[src/rtl/lant_rem.sv]
// Restoring remainder, one dividend bit per cycle. VW must be >= DW.
module lant_rem #(
	parameter int DW = 7,
	parameter int VW = 8
) (
	input  logic          clk,
	input  logic          arst_n,
	input  logic          start,
	input  logic [DW-1:0] dividend,
	input  logic [VW-1:0] divisor,
	output logic          busy,
	output logic [DW-1:0] rem
);

	localparam int CNTW = $clog2(DW + 1);

	logic            busy_q;
	logic [CNTW-1:0] cnt_q;
	logic [VW-1:0]   rem_q;
	logic [DW-1:0]   dvd_q;
	logic [VW:0]     trial;
	logic [VW:0]     diff;
	logic [VW-1:0]   rem_nx;

	always_comb begin
		trial  = {rem_q, dvd_q[DW-1]};
		diff   = trial - {1'b0, divisor};
		rem_nx = (trial >= {1'b0, divisor}) ? diff[VW-1:0] : trial[VW-1:0];
	end

	always_ff @(posedge clk or negedge arst_n) begin
		if (!arst_n) begin
			busy_q <= 1'b0;
			cnt_q  <= '0;
		end else if (start) begin
			busy_q <= 1'b1;
			cnt_q  <= CNTW'(DW);
		end else if (busy_q) begin
			cnt_q <= cnt_q - CNTW'(1);
			if (cnt_q == CNTW'(1)) begin
				busy_q <= 1'b0;
			end
		end
	end

	always_ff @(posedge clk) begin
		if (start) begin
			rem_q <= '0;
			dvd_q <= dividend;
		end else if (busy_q) begin
			rem_q <= rem_nx;
			dvd_q <= dvd_q << 1;
		end
	end

	assign busy = busy_q;
	assign rem  = rem_q[DW-1:0];

endmodule

[config.mk]
export PLATFORM = sky130hd
export DESIGN_NAME = lant_rem
export DESIGN_NICKNAME = d
export VERILOG_FILES = /design/src/rtl/lant_rem.sv
export SDC_FILE = /design/constraint.sdc
export NUM_CORES = 1
export LEC_CHECK = 0
export ABC_AREA = 1
export ABC_CLOCK_PERIOD_IN_PS = 2000
export BUFFER_PORTS_ARGS = -buffer_cell sky130_fd_sc_hd__clkbuf_2
export CORE_UTILIZATION = 29
export DETAILED_ROUTE_END_ITERATION = 10
export GPL_TIMING_DRIVEN = 0
export PLACE_DENSITY_LB_ADDON = 0.1
export SLEW_MARGIN = 20
export SYNTH_ARGS = -nofsm -noshare
export SYNTH_HDL_FRONTEND = slang
export SYNTH_SLANG_ARGS = --single-unit
[constraint.sdc]
create_clock -name clk -period 2 [get_ports clk]
set_clock_uncertainty 0.2 [all_clocks]
set_input_delay 0.4 -clock clk [delete_from_list [all_inputs] [get_ports clk]]
set_output_delay 0.4 -clock clk [all_outputs]
set_load 0.03 [all_outputs]
* Yosys cells after proc, flatten, opt, wreduce, memory -nomap -nowiden
Cells that the tools add are included.
Widths: inputs -> output; s select.
** Word-level totals
- Register bits :: 19
- Input port bits :: 18
- Output and inout bits :: 8
- Logic and storage cells :: 17
** Cells by class
- Add/subtract/negate cells :: 2
- $lt $le $gt $ge :: 1
- Equality and inequality tests :: 1
- Mux-type cells :: 8
- Reductions and logical operators :: 1
** Operators by type and width (number)
- $mux 7 :: 2
- $ge 9x8->1 :: 1
- $mux 8 :: 1
- $sub 8x8->8 :: 1
- $mux 3 :: 2
- $eq 3x1->1 const B :: 1
- $mux 1 :: 3
- $sub 3x1->3 const B :: 1
- $reduce_bool 2->1 :: 1

* Longest topological paths before layout
- Depth in word-level cells :: 4
- Depth in mapped cells :: 12
- Gate-level depth less buffers :: 12

* Worst setup path after synthesis
No wires, ideal clock.
- Path kind :: input port to flip-flop
- From :: in divisor[2]
- To :: reg rem_q[7]
- Data arrival time :: 1.505 ns
- Data required time :: 1.741 ns
- Slack :: 0.236 ns
- Stages :: 12
- Buffers on the path :: 1
- Cell sequence :: inv_1 ha_1 buf_6 nand2_2 nor2_1 nand2_1 nand2_1 nor2_4 nand2_4 nand2_1 nand3_1 nand2_1
** Between the ends
- Word-level cells in the longest chain between the ends :: 2
- Elaborated cells on any way between the ends :: 3
** RTL lines
- from (decl) :: RTL line 10 : input logic [VW-1:0] divisor,
- $sub 8x8->8 / $ge 9x8->1 (equally long branches) :: RTL line 27, 28
- $mux 8 (*) :: RTL line 28 : rem_nx = (trial >= {1'b0, divisor}) ? diff[VW-1:0] : trial[VW-1:0];
- to (signal assigned) :: RTL line 51 : rem_q <= rem_nx;
- to (decl) :: RTL line 19 : logic [VW-1:0] rem_q;
Every way passes the cells marked *; elsewhere a longest branch is shown, timed or not.
A chain may end at the register's enable or synchronous reset.

* Worst setup path after layout
- From :: reg rem_q[1]
- To :: reg rem_q[2]
** Between the ends
- Word-level cells in the longest chain between the ends :: 2
- Elaborated cells on any way between the ends :: 3
** RTL lines (RTL line)
- $sub 8x8->8 / $ge 9x8->1 (equally long branches) :: 27, 28
- $mux 8 (*) :: 28
Marked as above.

==> qor.yml <==
status: "finished with violations"
violations: "design-rule violations"
post_cts_buffers: 0
ctsHtreeMaxLevel: 1
vdd_ir_drop_max_uv: 506
ant_nets: 0
routed_wl_um: 3010
syn_area_per_cell_um2: 7.11
setup_viol: 0
post-dp-hpwl_um: 2320
crit_required_ps: 1990
antenna_found_initial: 0
post_dp_cell_area_um2: 1580
drive_above_1_share_pct: 25.6
rows: 24
grt_usage_pct: 12.4
die_w_um: 71.3
mostFrequentLayoutCells: "67 x nand2_1, 32 x inv_1, 25 x clkbuf_2, 20 x nand3_1, 10 x nor2_1"
multi_input_area_um2: 757
ys_seq_elements: 19
slew_headroom_pct: 56.5
synth_area_um2: 1390
dieArea_um2: 5080
port_buffers: 25
max-cap-violations: 0
grt_util_met3_pct: 3.09
root_buffer: "clkbuf_8"
finish.utilization_pct: 37.4
final.fill_count: 475
hold_class: "primary input to flop"
fin_nets: 257
rsz0062_at_grt: "no"
clock_path_buffers: 2
post_drt_wl_per_cell_um: 10.8
critPathMaxFanout: 8
hold_viol: 0
ys_seq_area_share_pct: 33.8
crit_type: "flop to flop"
final_common_cell: "nand2_1"
finalMaxSlewViolations: 0
antenna_cells: 0
leakage_nw: 0.930
yosys_warnings: 0
num_vias: 1239
drc: 2
worstMarginPinSlew_ps: 650
viasPerCell: 4.44
area_growth_pct: 20.1
clk_latency_ps: 250
num_io_pins: 26
final_cell_area_um2: 1670
cp.arrival_ps: 1830
gp_congestion: 0.743
end_kind: "flop"
initialDrtViolationCount: 63
synth_fp_nets: 225
cts_buffers: 3
met2_usage_pct: 20.7
grt_max_degree: 11
dr.pass1.iters: 7
clkTransAtPathRegs_ps: 70
core_area_um2: 4470
reg2regPathDepth: 11
die_h_um: 71.3
period_minus_slack_ps: 1840
p_per_area_nw_per_um2: 1320
cts_tree: "yes"
start_util_pct: 31.1
cts_num_sinks: 19
syn_inst: 196
regArea_um2: 475
gr-total-overflow: 0
hold_path_depth: 3
max_freq_mhz: 543
grt-busiest-layer: "met2"
grt_pass1_wl_um: 5040
met1_usage_pct: 16.6
start_kind: "flop"
first_global_vias: 1205
yosysUniqueCellTypes: 25
r2r_slack_ps: 160
period_share_pct: 92.0
[kinds of logic (layout without fill, tap and decap cells)]
group | count (synthesis) | in the layout | share of synthesized area [%]
simple gates | 109 | 110 | 35.0
buf+inv | 43 | 73 | 14.0
flops | 19 | 19 | 33.8
fa+ha+maj | 11 | 11 | 10.4
compound gates | 11 | 11 | 4.94
xor+xnor | 3 | 3 | 1.89
[worst paths after layout]
check	from	end
min in group asynchronous	arst_n	cnt_q[0]$_DFFE_PN0P_
max reg2reg	rem_q[1]$_SDFFE_PP0P_	rem_q[2]$_SDFFE_PP0P_
min	dividend[0]	dvd_q[0]$_SDFFCE_PN0P_
max	rem_q[1]$_SDFFE_PP0P_	rem_q[2]$_SDFFE_PP0P_
max in group asynchronous	arst_n	busy$_DFF_PN0_
min reg2reg	rem_q[1]$_SDFFE_PP0P_	rem_q[1]$_SDFFE_PP0P_
[synth_stat cells, drive strengths merged]
cell type	count	share of area (%)
a21oi	8	3.7
a22oi	1	0.54
buf	8	4.6
clkbuf	2	0.54
dfrtp	4	7.2
dfxtp	8	12
edfxtp	7	15
fa	1	1.4
ha	10	9.0
inv	33	8.9
nand2	75	22
nand3	20	7.2
nand4	2	1.3
nor2	11	3.5
nor3	1	0.72
o21ai	2	0.72
xnor2	1	0.63
xor2	2	1.3
[flip-flops by register name, summed over array words and instances, names as in the netlist]
name	cells
busy	1
cnt_q	3
dvd_q	7
rem_q	8
[final cells by class]
type | count | share of cell area [%]
inverters | 33 | 7.40
plain buffers | 10 | 4.26
multi-input cells | 135 | 45.3
repair buffers | 26 | 8.08
clock buffers | 4 | 2.69
flip-flops and latches | 19 | 28.4
well taps | 52 | 3.89
[per-stage QoR]
| step | instances | setup TNS [ps] | total power, mW | worst slack (ps) | hold WS [ps] |
|---|---|---|---|---|---|
| after global placement | 273 | -648 | 1.90 | -85.5 | 10.1 |
| final | 279 | 0 | 2.20 | 159 | 203 |
| after global routing | 279 | 0 | 2.41 | 10.8 | 217 |
| after floorplan | 196 | 0 | 1.62 | 236 | -95.6 |
| after detailed placement | 273 | -632 | 1.89 | -91.7 | 9.73 |
| after CTS | 278 | 0 | 2.16 | 76.4 | 202 |
[what timing repair did]
item | CTS | global route
gates resized for setup | 0 | 9
hold endpoints to repair | 4 | 0
hold buffers | 1 | 0
setup endpoints to repair | 0 | 8
[power breakdown]
part	internal, mW	switching, mW	total, mW
registers	0.506	0.0967	0.603
logic	0.542	0.792	1.33
clock network	0.141	0.122	0.263
[per-layer routing]
layer	vias up	share of wire, %
li1	668	-
met1	545	51
met5	-	0
met3	4	3.2
met4	0	0.70
met2	22	45
[critical path: stages (launching register included)]
cell and delay (ps):
dfxtp_2 340, ha_1 280, buf_6 140, nand2_2 50
nor2_1 40, nand2_1 90, nand2_2 90, nor2_4 210
nand2_4 110, nand2_1 80, nand3_1 70, nand2_1 80
No activity file was read; power rests on OpenSTA's default activity.
